**src/design/assert_macros.svh**
```systemverilog
// Assertion macros shared by the SCGI parser RTL.
// No dependencies; the bodies drop out when SYNTH is defined.
`ifndef ASSERT_MACROS_SVH
`define ASSERT_MACROS_SVH
`ifndef SYNTH
// Check a property on every clock edge outside reset
`define SCGI_ASSERT(lbl, clk, rst, prop, msg) \
  lbl: assert property (@(posedge clk) disable iff (rst) prop) else $error(msg);
// Check a property on every clock edge, reset included
`define SCGI_ASSERT_ALWAYS(lbl, clk, prop, msg) \
  lbl: assert property (@(posedge clk) prop) else $error(msg);
`else
`define SCGI_ASSERT(lbl, clk, rst, prop, msg)
`define SCGI_ASSERT_ALWAYS(lbl, clk, prop, msg)
`endif
`endif

```
**src/design/scgi_pkg.sv**
```systemverilog
// Types, codes and header match tables for the SCGI request byte parser.
// No dependencies; used by scgi_core and the top level.
package scgi_pkg;

  localparam int LEN_BITS_DEF = 32;

  // Parser phases
  typedef enum logic [2:0] {
    PH_LEN    = 3'd0,
    PH_HSTART = 3'd1,
    PH_HNAME  = 3'd2,
    PH_HVALUE = 3'd3,
    PH_BODY   = 3'd4,
    PH_GOOD   = 3'd5,
    PH_BAD    = 3'd6
  } phase_t;

  // Result status codes
  localparam logic [1:0] ST_PENDING = 2'd0;
  localparam logic [1:0] ST_GOOD    = 2'd1;
  localparam logic [1:0] ST_BAD     = 2'd2;

  // Byte kind codes
  localparam logic [2:0] KIND_FRAME = 3'd0;
  localparam logic [2:0] KIND_NAME  = 3'd1;
  localparam logic [2:0] KIND_VALUE = 3'd2;
  localparam logic [2:0] KIND_URI   = 3'd3;
  localparam logic [2:0] KIND_BODY  = 3'd4;

  // Method codes
  localparam logic [1:0] METH_NONE = 2'd0;
  localparam logic [1:0] METH_GET  = 2'd1;
  localparam logic [1:0] METH_PUT  = 2'd2;
  localparam logic [1:0] METH_POST = 2'd3;

  // Framing characters
  localparam logic [7:0] CH_COLON = 8'h3A;
  localparam logic [7:0] CH_COMMA = 8'h2C;
  localparam logic [7:0] CH_NUL   = 8'h00;

  // Header names in match order: content length, SCGI, request method, request URI
  localparam logic [127:0] HDR_NAME [4] = '{
    128'({"CONTENT", "_LENGTH"}), 128'("SCGI"),
    128'({"REQUEST", "_METHOD"}), 128'({"REQUEST", "_URI"})
  };
  localparam logic [3:0] HDR_LEN [4] = '{4'd14, 4'd4, 4'd14, 4'd11};

  // Value words: "1" (for SCGI), GET, PUT, POST
  localparam logic [31:0] VAL_WORD [4] = '{32'("1"), 32'("GET"), 32'("PUT"), 32'("POST")};
  localparam logic [3:0] VAL_LEN [4] = '{4'd1, 4'd3, 4'd3, 4'd4};

  typedef struct packed {
    logic       req_type;
    logic [7:0] data_byte;
  } req_t;

  typedef struct packed {
    logic [1:0]  status;
    logic [7:0]  byte_value;
    logic [2:0]  byte_kind;
    logic [1:0]  method_code;
    logic [31:0] body_length;
  } res_t;

  // Drop header candidates that have no character at pos or whose character at pos differs from b
  function automatic logic [3:0] name_step(logic [3:0] flags, logic [3:0] pos, logic [7:0] b);
    logic [3:0] r;
    logic [3:0] k;
    r = flags;
    for (int i = 0; i < 4; i++) begin
      k = HDR_LEN[i] - 4'd1 - pos;
      if (!(pos < HDR_LEN[i]) || (HDR_NAME[i][{k, 3'b000} +: 8] != b)) begin
        r[i] = 1'b0;
      end
    end
    return r;
  endfunction

  // Keep header candidates whose length equals pos
  function automatic logic [3:0] name_end(logic [3:0] flags, logic [3:0] pos);
    logic [3:0] r;
    r = flags;
    for (int i = 0; i < 4; i++) begin
      if (pos != HDR_LEN[i]) begin
        r[i] = 1'b0;
      end
    end
    return r;
  endfunction

  // Drop value word candidates that have no character at pos or whose character at pos differs from b
  function automatic logic [3:0] val_step(logic [3:0] flags, logic [3:0] pos, logic [7:0] b);
    logic [3:0] r;
    logic [3:0] k;
    r = flags;
    for (int i = 0; i < 4; i++) begin
      k = VAL_LEN[i] - 4'd1 - pos;
      if (!(pos < VAL_LEN[i]) || (VAL_WORD[i][{k[1:0], 3'b000} +: 8] != b)) begin
        r[i] = 1'b0;
      end
    end
    return r;
  endfunction

  // Keep value word candidates whose length equals pos
  function automatic logic [3:0] val_end(logic [3:0] flags, logic [3:0] pos);
    logic [3:0] r;
    r = flags;
    for (int i = 0; i < 4; i++) begin
      if (pos != VAL_LEN[i]) begin
        r[i] = 1'b0;
      end
    end
    return r;
  endfunction

endpackage

```
**src/design/scgi_if.sv**
```systemverilog
// Valid/ready channel interfaces for the SCGI parser request and result streams.
// No dependencies.
interface scgi_req_if;
  logic       valid;
  logic       ready;
  logic       req_type;
  logic [7:0] data_byte;

  modport source (output valid, req_type, data_byte, input ready);
  modport sink (input valid, req_type, data_byte, output ready);
endinterface

interface scgi_res_if;
  logic        valid;
  logic        ready;
  logic [1:0]  status;
  logic [7:0]  byte_value;
  logic [2:0]  byte_kind;
  logic [1:0]  method_code;
  logic [31:0] body_length;

  modport source (output valid, status, byte_value, byte_kind, method_code, body_length,
                  input ready);
  modport sink (input valid, status, byte_value, byte_kind, method_code, body_length,
                output ready);
endinterface

```
**src/design/scgi_core.sv**
```systemverilog
// Parser state and per-byte next-state logic for the SCGI request parser.
// Depends on scgi_pkg for phases, codes and header match tables.
module scgi_core import scgi_pkg::*; #(
  parameter int LEN_BITS = LEN_BITS_DEF
) (
  input  logic clk,
  input  logic rst,
  input  logic step,
  input  req_t req,
  output res_t res
);

  localparam logic [LEN_BITS-1:0] LEN_ONE = LEN_BITS'(1);

  phase_t              phase, phase_next;
  logic [LEN_BITS-1:0] ns_size, ns_size_next;
  logic [LEN_BITS-1:0] ns_seen, ns_seen_next;
  logic                len_digit, len_digit_next;
  logic [3:0]          name_pos, name_pos_next;
  logic [3:0]          name_flags, name_flags_next;
  logic [3:0]          val_pos, val_pos_next;
  logic [3:0]          val_flags, val_flags_next;
  logic [31:0]         val_num, val_num_next;
  logic                val_num_ok, val_num_ok_next;
  logic [1:0]          hdr_count, hdr_count_next;
  logic [31:0]         content_size, content_size_next;
  logic [31:0]         body_seen, body_seen_next;
  logic [1:0]          method, method_next;

  logic [7:0]          b;
  logic                is_digit;
  logic [LEN_BITS-1:0] remaining;
  logic [LEN_BITS+3:0] ns_ext;
  logic                ns_over;
  logic [35:0]         val_ext;
  logic                val_over;
  logic [3:0]          vf_end;
  logic                hdr_ok;
  logic [31:0]         body_inc;
  logic [2:0]          kind;

  // Shared decode of the current byte
  always_comb begin
    b         = req.data_byte;
    is_digit  = b inside {[8'h30:8'h39]};
    remaining = ns_size - ns_seen;
    ns_ext    = ({4'b0, ns_size} << 3) + ({4'b0, ns_size} << 1) + (LEN_BITS + 4)'(b[3:0]);
    ns_over   = |ns_ext[LEN_BITS+3:LEN_BITS];
    val_ext   = ({4'b0, val_num} << 3) + ({4'b0, val_num} << 1) + 36'(b[3:0]);
    val_over  = |val_ext[35:32];
    vf_end    = val_end(val_flags, val_pos);
    body_inc  = body_seen + 32'd1;
    case (hdr_count)
      2'd0:    hdr_ok = name_flags[0] && val_num_ok && (val_pos != 4'd0);
      2'd1:    hdr_ok = name_flags[1] && vf_end[0];
      default: hdr_ok = 1'b1;
    endcase
  end

  // Next state for one byte
  always_comb begin
    phase_next        = phase;
    ns_size_next      = ns_size;
    ns_seen_next      = ns_seen;
    len_digit_next    = len_digit;
    name_pos_next     = name_pos;
    name_flags_next   = name_flags;
    val_pos_next      = val_pos;
    val_flags_next    = val_flags;
    val_num_next      = val_num;
    val_num_ok_next   = val_num_ok;
    hdr_count_next    = hdr_count;
    content_size_next = content_size;
    body_seen_next    = body_seen;
    method_next       = method;
    kind              = KIND_FRAME;

    if (req.req_type) begin
      // Restart: return everything to its reset value
      phase_next        = PH_LEN;
      ns_size_next      = '0;
      ns_seen_next      = '0;
      len_digit_next    = 1'b0;
      name_pos_next     = 4'd0;
      name_flags_next   = 4'hF;
      val_pos_next      = 4'd0;
      val_flags_next    = 4'hF;
      val_num_next      = 32'd0;
      val_num_ok_next   = 1'b0;
      hdr_count_next    = 2'd0;
      content_size_next = 32'd0;
      body_seen_next    = 32'd0;
      method_next       = METH_NONE;
    end else begin
      case (phase)
        PH_LEN: begin
          if (is_digit) begin
            if (ns_over) begin
              phase_next = PH_BAD;
            end else begin
              ns_size_next   = ns_ext[LEN_BITS-1:0];
              len_digit_next = 1'b1;
            end
          end else if (b == CH_COLON && len_digit) begin
            ns_seen_next    = '0;
            name_pos_next   = 4'd0;
            name_flags_next = 4'hF;
            phase_next      = PH_HSTART;
          end else begin
            phase_next = PH_BAD;
          end
        end
        PH_HSTART, PH_HNAME: begin
          if (phase == PH_HSTART && b == CH_COMMA) begin
            // End of netstring: length must match exactly
            if (remaining == '0) begin
              phase_next = (content_size != 32'd0) ? PH_BODY : PH_GOOD;
            end else begin
              phase_next = PH_BAD;
            end
          end else if (remaining > LEN_ONE) begin
            ns_seen_next = ns_seen + LEN_ONE;
            if (b == CH_NUL) begin
              if (name_pos == 4'd0) begin
                phase_next = PH_BAD;
              end else begin
                name_flags_next = name_end(name_flags, name_pos);
                val_pos_next    = 4'd0;
                val_flags_next  = 4'hF;
                val_num_next    = 32'd0;
                val_num_ok_next = 1'b1;
                phase_next      = PH_HVALUE;
              end
            end else begin
              name_flags_next = name_step(name_flags, name_pos, b);
              if (name_pos != 4'd15) begin
                name_pos_next = name_pos + 4'd1;
              end
              phase_next = PH_HNAME;
              kind       = KIND_NAME;
            end
          end else begin
            phase_next = PH_BAD;
          end
        end
        PH_HVALUE: begin
          if (remaining != '0) begin
            ns_seen_next = ns_seen + LEN_ONE;
            if (b == CH_NUL) begin
              // Close the header pair and check the required ones
              if (hdr_ok) begin
                if (hdr_count == 2'd0) begin
                  content_size_next = val_num;
                end
                if (name_flags[2]) begin
                  if (vf_end[1]) begin
                    method_next = METH_GET;
                  end else if (vf_end[2]) begin
                    method_next = METH_PUT;
                  end else if (vf_end[3]) begin
                    method_next = METH_POST;
                  end
                end
                if (hdr_count != 2'd2) begin
                  hdr_count_next = hdr_count + 2'd1;
                end
                name_pos_next   = 4'd0;
                name_flags_next = 4'hF;
                phase_next      = PH_HSTART;
              end else begin
                phase_next = PH_BAD;
              end
            end else begin
              kind = name_flags[3] ? KIND_URI : KIND_VALUE;
              if (val_num_ok) begin
                if (!is_digit || val_over) begin
                  val_num_ok_next = 1'b0;
                end else begin
                  val_num_next = val_ext[31:0];
                end
              end
              val_flags_next = val_step(val_flags, val_pos, b);
              if (val_pos != 4'd15) begin
                val_pos_next = val_pos + 4'd1;
              end
            end
          end else begin
            phase_next = PH_BAD;
          end
        end
        PH_BODY: begin
          kind           = KIND_BODY;
          body_seen_next = body_inc;
          if (body_inc == content_size) begin
            phase_next = PH_GOOD;
          end
        end
        PH_GOOD: begin
          phase_next = PH_GOOD;
        end
        default: begin
          phase_next = PH_BAD;
        end
      endcase
    end

    // Result reflects the state after this byte
    case (phase_next)
      PH_GOOD: res.status = ST_GOOD;
      PH_BAD:  res.status = ST_BAD;
      default: res.status = ST_PENDING;
    endcase
    res.byte_value  = b;
    res.byte_kind   = kind;
    res.method_code = method_next;
    res.body_length = content_size_next;
  end

  // Advance the parser state on each transfer into the result register
  always_ff @(posedge clk) begin
    if (rst) begin
      phase        <= PH_LEN;
      ns_size      <= '0;
      ns_seen      <= '0;
      len_digit    <= 1'b0;
      name_pos     <= 4'd0;
      name_flags   <= 4'hF;
      val_pos      <= 4'd0;
      val_flags    <= 4'hF;
      val_num      <= 32'd0;
      val_num_ok   <= 1'b0;
      hdr_count    <= 2'd0;
      content_size <= 32'd0;
      body_seen    <= 32'd0;
      method       <= METH_NONE;
    end else if (step) begin
      phase        <= phase_next;
      ns_size      <= ns_size_next;
      ns_seen      <= ns_seen_next;
      len_digit    <= len_digit_next;
      name_pos     <= name_pos_next;
      name_flags   <= name_flags_next;
      val_pos      <= val_pos_next;
      val_flags    <= val_flags_next;
      val_num      <= val_num_next;
      val_num_ok   <= val_num_ok_next;
      hdr_count    <= hdr_count_next;
      content_size <= content_size_next;
      body_seen    <= body_seen_next;
      method       <= method_next;
    end
  end

endmodule

```
**src/design/scgi_request_byte_parser.sv**
```systemverilog
// Top level of the SCGI request byte parser: input register, parser core, result register.
// Depends on scgi_pkg, scgi_if.sv, scgi_core and assert_macros.svh.
//
//   channel  dir  transfer when          payload
//   req      in   req.valid & req.ready  req_type, data_byte
//   res      out  res.valid & res.ready  status, byte_value, byte_kind, method_code, body_length
//
// One byte per cycle sustained while results are accepted: the parser core is a single pass between two registers.
// A byte's result is presented once the byte moves from the input register into the result
// register; the parser state updates as the byte enters the result register.
// rst (synchronous) empties both registers and returns the parser to the length phase.
// A stalled result holds the input register, which in turn drops req.ready; a byte may
// still enter an empty input register while a result waits.
`include "assert_macros.svh"

module scgi_request_byte_parser import scgi_pkg::*; #(
  parameter int LEN_BITS = LEN_BITS_DEF
) (
  input logic       clk,
  input logic       rst,
  scgi_req_if.sink  req,
  scgi_res_if.source res
);

  logic s1_valid;
  req_t s1_req;
  logic step;
  res_t core_res;
  logic res_valid;
  res_t res_q;

  // Move a byte into the result stage when that stage is free or draining
  assign step      = s1_valid && (!res_valid || res.ready);
  assign req.ready = !s1_valid || step;

  // Input register
  always_ff @(posedge clk) begin
    if (rst) begin
      s1_valid <= 1'b0;
    end else if (req.ready) begin
      s1_valid <= req.valid;
    end
  end

  always_ff @(posedge clk) begin
    if (req.ready && req.valid) begin
      s1_req <= '{req_type: req.req_type, data_byte: req.data_byte};
    end
  end

  scgi_core #(
    .LEN_BITS (LEN_BITS)
  ) u_core (
    .clk  (clk),
    .rst  (rst),
    .step (step),
    .req  (s1_req),
    .res  (core_res)
  );

  // Result register
  always_ff @(posedge clk) begin
    if (rst) begin
      res_valid <= 1'b0;
    end else if (step) begin
      res_valid <= 1'b1;
    end else if (res.ready) begin
      res_valid <= 1'b0;
    end
  end

  always_ff @(posedge clk) begin
    if (step) begin
      res_q <= core_res;
    end
  end

  assign res.valid       = res_valid;
  assign res.status      = res_q.status;
  assign res.byte_value  = res_q.byte_value;
  assign res.byte_kind   = res_q.byte_kind;
  assign res.method_code = res_q.method_code;
  assign res.body_length = res_q.body_length;

  // Checks
  `SCGI_ASSERT_ALWAYS(a_rst_empty, clk, rst |=> !res.valid, "result valid after reset")
  `SCGI_ASSERT(a_in_taken, clk, rst, (req.valid && req.ready) |=> s1_valid,
               "input transfer lost")
  `SCGI_ASSERT(a_bad_frame, clk, rst,
               (res.valid && res.status == ST_BAD) |-> (res.byte_kind == KIND_FRAME),
               "rejecting byte not framing")
  `SCGI_ASSERT(a_hdr_pending, clk, rst,
               (res.valid && (res.byte_kind == KIND_NAME || res.byte_kind == KIND_VALUE ||
                res.byte_kind == KIND_URI)) |-> (res.status == ST_PENDING),
               "header byte with final status")

endmodule
```
**src/flat_wrapper.sv**
```systemverilog
// flat-port wrapper written by rule: the top's interface ports become plain ports
module scgi_request_byte_parser_flat import scgi_pkg::*;
#(
  parameter int LEN_BITS = LEN_BITS_DEF
)
  (clk, rst, req_valid, req_req_type, req_data_byte, req_ready, res_valid, res_status, res_byte_value, res_byte_kind, res_method_code, res_body_length, res_ready);
  scgi_req_if req_i ();
  scgi_res_if res_i ();
  input logic clk;
  input logic rst;
  input wire logic [$bits(req_i.valid)-1:0] req_valid;
  input wire logic [$bits(req_i.req_type)-1:0] req_req_type;
  input wire logic [$bits(req_i.data_byte)-1:0] req_data_byte;
  output wire logic [$bits(req_i.ready)-1:0] req_ready;
  output wire logic [$bits(res_i.valid)-1:0] res_valid;
  output wire logic [$bits(res_i.status)-1:0] res_status;
  output wire logic [$bits(res_i.byte_value)-1:0] res_byte_value;
  output wire logic [$bits(res_i.byte_kind)-1:0] res_byte_kind;
  output wire logic [$bits(res_i.method_code)-1:0] res_method_code;
  output wire logic [$bits(res_i.body_length)-1:0] res_body_length;
  input wire logic [$bits(res_i.ready)-1:0] res_ready;
  assign req_i.valid = req_valid;
  assign req_i.req_type = req_req_type;
  assign req_i.data_byte = req_data_byte;
  assign req_ready = req_i.ready;
  assign res_valid = res_i.valid;
  assign res_status = res_i.status;
  assign res_byte_value = res_i.byte_value;
  assign res_byte_kind = res_i.byte_kind;
  assign res_method_code = res_i.method_code;
  assign res_body_length = res_i.body_length;
  assign res_i.ready = res_ready;
  scgi_request_byte_parser #(.LEN_BITS(LEN_BITS)) u_core (.clk(clk), .rst(rst), .req(req_i), .res(res_i));
endmodule
```
**config.mk**
```make
export PLATFORM = sky130hd
export DESIGN_NAME = scgi_request_byte_parser_flat
export DESIGN_NICKNAME = d
export VERILOG_FILES = /design/src/design/scgi_pkg.sv /design/src/design/scgi_if.sv /design/src/design/scgi_core.sv /design/src/design/scgi_request_byte_parser.sv /design/src/flat_wrapper.sv
export VERILOG_INCLUDE_DIRS = /design/src /design/src/design
export SDC_FILE = /design/constraint.sdc
export NUM_CORES = 1
export LEC_CHECK = 0
export BUFFER_PORTS_ARGS = -buffer_cell sky130_fd_sc_hd__clkbuf_2
export CORE_AREA = 2 2 210 212
export DETAILED_ROUTE_END_ITERATION = 8
export DIE_AREA = 0 0 212 214
export GPL_ROUTABILITY_DRIVEN = 1
export PLACE_DENSITY = 0.64
export SLEW_MARGIN = 10
export SYNTH_ARGS = -nofsm -noshare
export SYNTH_HDL_FRONTEND = slang
export SYNTH_SLANG_ARGS = --single-unit
```
**constraint.sdc**
```tcl
create_clock -name clk -period 6.5 [get_ports clk]
set_input_delay 0.65 -clock clk [delete_from_list [all_inputs] [get_ports clk]]
set_output_delay 0.65 -clock clk [all_outputs]
set_load 0.01 [all_outputs]
```
---- Word level (Yosys, flattened, before mapping) ----
Cells that the tools add are included.
storage, ports and cells
  output and inout port bits .............. 49
  flip-flop bits (word level) ............. 243
  logic and storage cells ................. 322
cells by class
  add/sub/neg operators ................... 16
  shift operators ......................... 8
  $lt $le $gt $ge ......................... 9
  reductions and logical operators ........ 66
  mux-type cells .......................... 138
  eq/ne operators ......................... 56
operators with widths
  cell                                                                               number
  32-bit two-way mux                                                                 27
  128-bit by 8-bit indexed part select with 8-bit output (first input constant)      4
  4-bit two-way mux                                                                  35
  32-bit by 6-bit indexed part select with 8-bit output (first input constant)       4
  32-bit case mux with 3 select lines                                                1
  35-bit by 33-bit adder with 36-bit output                                          2
  36-bit by 4-bit adder with 36-bit output                                           2
  32-bit by 1-bit adder with 32-bit output (second input constant)                   2
  8-bit inequality test                                                              8
  32-bit case mux with 2 select lines                                                1
  32-bit nonzero test                                                                2
  3-bit by 2-bit inequality test with 1-bit output (second input constant)           19
  12-bit AND reduction                                                               4
  9-bit AND reduction                                                                5
  4-bit by 3-bit inequality test with 1-bit output (second input constant)           10
  2-bit two-way mux                                                                  18
  3-bit two-way mux                                                                  12
  1-bit two-way mux                                                                  35
  32-bit == test                                                                     1
  32-bit by 1-bit greater-than comparator with 1-bit output (second input constant)  1
  32-bit logical NOT                                                                 1
  32-bit subtractor                                                                  1
  4-bit case mux with 3 select lines                                                 2
  2-bit nonzero test                                                                 9
  other kinds (45)                                                                   87

---- Longest topological paths before layout ----
  depth after elaboration ................. 11
  mapped depth ............................ 17

---- Cells and area by module ----
Synthesis repeated with hierarchy kept, for this count alone.
second synthesis, totals
  cell total of the unflattened synthesis .. 2364
  area, all modules ....................... 19213.4 um^2
by module, submodules not included
  module                    cells an instance  seq. area each (um^2)  times used  area an instance (um^2)
  scgi_core                 2298               3703.6                 1           17428.0
  scgi_request_byte_parser  66                 1721.7                 1           1785.5

---- Least setup slack after synthesis ----
OpenSTA, ideal clock, no wires.
  path kind ............................... register -> register
  from .................................... reg u_core.u_core.ns_size[0]
  to ...................................... reg u_core.res_q (netlist bit u_core.res.body_length[10]) (data pin)
  setup time .............................. 0.266 ns
  cell stages (with the launch flop) ...... 17
  path buffers ............................ 1
  path slack .............................. 1.565 ns
  arrival time ............................ 4.669 ns
  cell sequence ........................... dfxtp_1 inv_1 ha_1 fa_1 nand2b_1 a21oi_1 mux2i_1 nand2_1 or4_1 or4_1 or4_1 or4b_4 nor4b_4 nor4_2 buf_2 mux2i_1 nor2_1
RTL lines
  element                   RTL line                        RTL
  start: declaration        scgi_core.sv:16                 logic [LEN_BITS-1:0] ns_size, ns_size_next;
  start signal: assignment  scgi_core.sv:238                ns_size <= ns_size_next;
  end signal: assignment    scgi_request_byte_parser.sv:74  res_q <= core_res;
  end: declaration          scgi_request_byte_parser.sv:30  res_t res_q;

==> qor.log <==
INFO  synth          synth.top_cell.area_share=0.199
INFO  job            maxCapViolCount=0
INFO  clocking       cts_buffers=29
INFO  worst_setup_path critical_path_required=6.80ns
INFO  global_routing grt_pass1_vias=16.7k
INFO  power          share_of_total_power_in_combinational_logic=0.082
INFO  cells_and_area syn_to_final_growth=9.44%
INFO  route          drt_first_iter_violations=1,205
INFO  power          power_per_cell_area=174nW/um2
INFO  timing         final_setup_skew=0.0192ns
INFO  clocking       h-tree-depth=1
INFO  worst_setup_path crit_path_cell_trace=inv_1 -> ha_1 -> fa_1 -> nand2b_1 -> a21oi_1 -> mux2i_1 -> nand2_1 -> or4_1 -> or4_1 -> or4_1 -> or4b_4 -> nor4b_4 -> nor4_4 -> buf_4 -> mux2i_1 -> nor2_1
INFO  clocking       clkSinkCount=243
INFO  clocking       cts_root_buffer=sky130_fd_sc_hd__clkbuf_16
INFO  worst_setup_path timing.reg2reg.setup_slack=0.89ns
INFO  worst_setup_path critPathMaxFanout=32
INFO  timing         rsz0062_at_grt=no
INFO  synth          post_synth_main_area_contributors=sky130_fd_sc_hd__dfxtp_1, sky130_fd_sc_hd__ha_1, sky130_fd_sc_hd__edfxtp_1
INFO  min_path       worst_hold_path_type=input port to flop
INFO  timing         achievable-frequency=178MHz
INFO  clocking       cts_hold_buffers=0
INFO  timing         timing_max_transition_violations_final=0
INFO  power          internal_power=2.68mW
INFO  die            die_area=45,400um2
INFO  power          power.leakage=8.63nW
INFO  die            chipWidth=212um
INFO  worst_setup_path depth_of_the_most_critical_reg_to_reg_path=16
INFO  global_routing antenna_found_initial=0
INFO  global_routing grt_pass1_wl=88,400um
INFO  clocking       path_clk_slew=0.06ns
INFO  power          part_of_the_power_in_the_clock_network=0.473
INFO  placement      placed_cells=2,850
INFO  clocking       clock_insertion_delay_worst_skew=0.59ns
INFO  synth          synth-main-ff-cell=sky130_fd_sc_hd__dfxtp_1
INFO  route          avgRoutedWirePerCell=18.7um
INFO  synth          synth.net_count=2,501
INFO  power          worst_ir_drop_on_vdd=193uV
INFO  global_routing track_usage=0.236
INFO  timing         final_period_minus_worst_setup_slack=5.61ns
INFO  outcome        run_status=finished, final reports clean
INFO  route          wl=54,300um
INFO  worst_setup_path combined_buffer_and_inverter_count_along_the_critical_path=2
INFO  worst_setup_path setup.worst_path.start_class=flop
INFO  cells_and_area num-nets-final=2,500
INFO  power          sequentialPowerShare=0.445
INFO  worst_setup_path worst-setup-path-type=flop to flop
INFO  worst_setup_path worstSetupPathDepth=16
INFO  placement      routabilityCongestion=0.941
INFO  cells_and_area final.fill_count=4,170
INFO  placement      port_buffers=61
INFO  cells_and_area drive_above_1_share=0.0725
INFO  clocking       tritoncts=built
INFO  route          via_count=17.4k
INFO  worst_setup_path worst_path_max_delay_cell=sky130_fd_sc_hd__or4b_4
INFO  synth          synth-seq-area-share=0.288
INFO  route          post_detailed_route_via_to_cell_ratio=5.99
INFO  timing         worst_slew_margin_rel=0.189
INFO  power          power_switching_share=0.250
INFO  synth          synthCells=2,297
INFO  route          route.antenna.remaining_nets=0
INFO  min_path       hold_depth=1
INFO  worst_setup_path timing.critical_path.max_delay_family=simple AND/OR/NAND/NOR gates
INFO  clocking       post_cts.resized_instances=0
INFO  die            die_height=214um
INFO  timing         worst-slew-pin-transition=1.21ns
INFO  synth          synth_edf_count=56
INFO  synth          synthDistinctLibCells=83
INFO  clocking       post_cts.repair.setup_buffers=0
INFO  worst_setup_path cpMostUsedCell=sky130_fd_sc_hd__or4_1
INFO  die            initial_utilization=0.439
INFO  cells_and_area num_antenna_cells=0
INFO  synth          syn-cell-area=18,800um2
INFO  power          design_power_total=3.58mW
INFO  die            ios=62
INFO  worst_setup_path endpoint_arrival_time_on_the_critical_path=5.91ns
INFO  die            core_area=42,900um2
INFO  timing         setup_total_negative_slack=0ns
INFO  timing         finalHoldViolCount=0
INFO  synth          yosys_register_bits=243
INFO  clocking       cts-root-to-sink-buffers=3
INFO  route          first_pass_iters=5
INFO  global_routing grt_start_max_net_pins=64
INFO  synth          synth_async_sr_flop_share=0
INFO  global_routing grt_overflow_total=0
INFO  route          drcViolationCount=0
INFO  power          switching_power=0.896mW
INFO  synth          synthesis.yosys.warnings=0
INFO  cells_and_area layout.cells.non_filler=2,902
INFO  worst_setup_path slowest_delay=0.59ns
INFO  timing         count_of_endpoints_failing_setup_in_the_final_report=0
INFO  worst_setup_path timing.critical_path.to_type=flop
INFO  placement      hpwl=40,300um
INFO  synth          synth_top_cell_by_area=sky130_fd_sc_hd__dfxtp_1
INFO  die            placementRows=76
INFO  timing         post-route-period-util=0.863
INFO  synth          postSynthAreaPerCell=8.19um2
-- state kept, by name (all words and copies together) (netlist names), 3 cells and up --
signal	count
u_core.u_core.ns_size	32
u_core.res.byte_value	8
u_core.u_core.val_flags	4
u_core.res.byte_kind	3
u_core.res.body_length	32
u_core.u_core.name_pos	4
u_core.s1_req	9
u_core.u_core.body_seen	32
u_core.u_core.val_num	32
u_core.u_core.ns_seen	32
u_core.u_core.phase	3
u_core.u_core.name_flags	4
u_core.u_core.val_pos	4
u_core.u_core.content_size	32
-- through the flow --
step / area (um2) / setup slack (ns) / utilization / hold slack, ns
global placement: 19600 / 1.04 / 0.457 / 0.453
floorplan: 18800 / 1.57 / - / 0.424
finish: 20600 / 0.893 / 0.480 / 0.246
detailed placement: 19600 / 0.972 / 0.457 / 0.458
CTS: 20600 / 0.961 / 0.480 / 0.223
global route: 20600 / 0.637 / 0.480 / 0.228
-- cells in the final DEF, fill, tap and decap left out, types with 29 or more instances in the layout --
| cell type | count |
|---|---|
| sky130_fd_sc_hd__nor2_1 | 241 |
| sky130_fd_sc_hd__a21oi_1 | 193 |
| sky130_fd_sc_hd__dfxtp_1 | 187 |
| sky130_fd_sc_hd__ha_1 | 186 |
| sky130_fd_sc_hd__nand2_1 | 150 |
| sky130_fd_sc_hd__o21ai_0 | 136 |
| sky130_fd_sc_hd__xnor2_1 | 98 |
| sky130_fd_sc_hd__inv_1 | 87 |
| sky130_fd_sc_hd__nand3_1 | 74 |
| sky130_fd_sc_hd__clkbuf_2 | 60 |
| sky130_fd_sc_hd__a22o_1 | 59 |
| sky130_fd_sc_hd__edfxtp_1 | 56 |
| sky130_fd_sc_hd__nor3_1 | 54 |
| sky130_fd_sc_hd__nor2b_1 | 47 |
| sky130_fd_sc_hd__mux2i_1 | 47 |
| sky130_fd_sc_hd__a31oi_1 | 46 |
| sky130_fd_sc_hd__a21o_1 | 43 |
| sky130_fd_sc_hd__xor2_1 | 40 |
| sky130_fd_sc_hd__nand4_1 | 35 |
| sky130_fd_sc_hd__and3_1 | 34 |
| sky130_fd_sc_hd__a211oi_1 | 31 |
| sky130_fd_sc_hd__clkbuf_16 | 29 |
-- worst register-to-register path: cells and delay by family, from the launching register on --
kind                     cells  cell delay (ns)
AND/OR/NAND/NOR              9             2.93
adder cells (fa/ha/maj)      2             0.71
multiplexers                 2             0.58
buffers and inverters        2             0.39
flip-flops                   1             0.38
AO/OA/AOI/OAI                1             0.36
-- logic make-up after synthesis --
family                   synth area share
AO/OA/AOI/OAI                       0.239
XOR/XNOR                           0.0643
adder cells (fa/ha/maj)             0.129
buffers and inverters              0.0429
flip-flops                          0.288
multiplexers                       0.0280
AND/OR/NAND/NOR                     0.209
-- Yosys cell counts, types with 56 or more instances --
library cell / n
sky130_fd_sc_hd__nor2_1: 242
sky130_fd_sc_hd__a21oi_1: 194
sky130_fd_sc_hd__dfxtp_1: 187
sky130_fd_sc_hd__ha_1: 186
sky130_fd_sc_hd__nand2_1: 150
sky130_fd_sc_hd__o21ai_0: 136
sky130_fd_sc_hd__clkbuf_1: 102
sky130_fd_sc_hd__xnor2_1: 98
sky130_fd_sc_hd__inv_1: 88
sky130_fd_sc_hd__nand3_1: 74
sky130_fd_sc_hd__a22o_1: 59
sky130_fd_sc_hd__edfxtp_1: 56
sky130_fd_sc_hd__nor3_1: 56
-- power groups by stage --
stage | clock network [mW] | registers [mW] | logic [mW]
floorplan | 0 | 1.62 | 0.190
global placement | 0 | 1.63 | 0.291
detailed placement | 0 | 1.62 | 0.291
CTS | 1.73 | 1.59 | 0.292
global route | 1.78 | 1.59 | 0.322
finish | 1.69 | 1.59 | 0.293
-- area by class of cell --
| cell class | count | area [um2] | share of cell area |
|---|---|---|---|
| inverter | 89 | 334 | 0.0162 |
| multi-input combinational | 1849 | 12600 | 0.613 |
| tap | 585 | 732 | 0.0356 |
| timing repair buffer | 84 | 480 | 0.0233 |
| sequential | 243 | 5430 | 0.264 |
| clock buffer | 38 | 790 | 0.0384 |
| clock inverter | 14 | 194 | 0.00942 |
-- worst paths after layout --
| kind | start | to |
|---|---|---|
| min | req_data_byte[4] | u_core.s1_req[4] |
| max | u_core.u_core.ns_size[0] | u_core.res.body_length[13] |
| max reg2reg | u_core.u_core.ns_size[0] | u_core.res.body_length[13] |
| min reg2reg | u_core.u_core.val_flags[2] | u_core.u_core.val_flags[2] |
-- layer usage --
layer / routed length (um) / vias up / GRT usage
met3: 2620 / 88 / 0.0208
li1: - / 8536 / -
met5: 0 / - / 0
met1: 25500 / 8263 / 0.333
met2: 24900 / 495 / 0.384
met4: 1360 / 0 / 0.0657
Note: power is estimated with default switching activity, not from simulation.
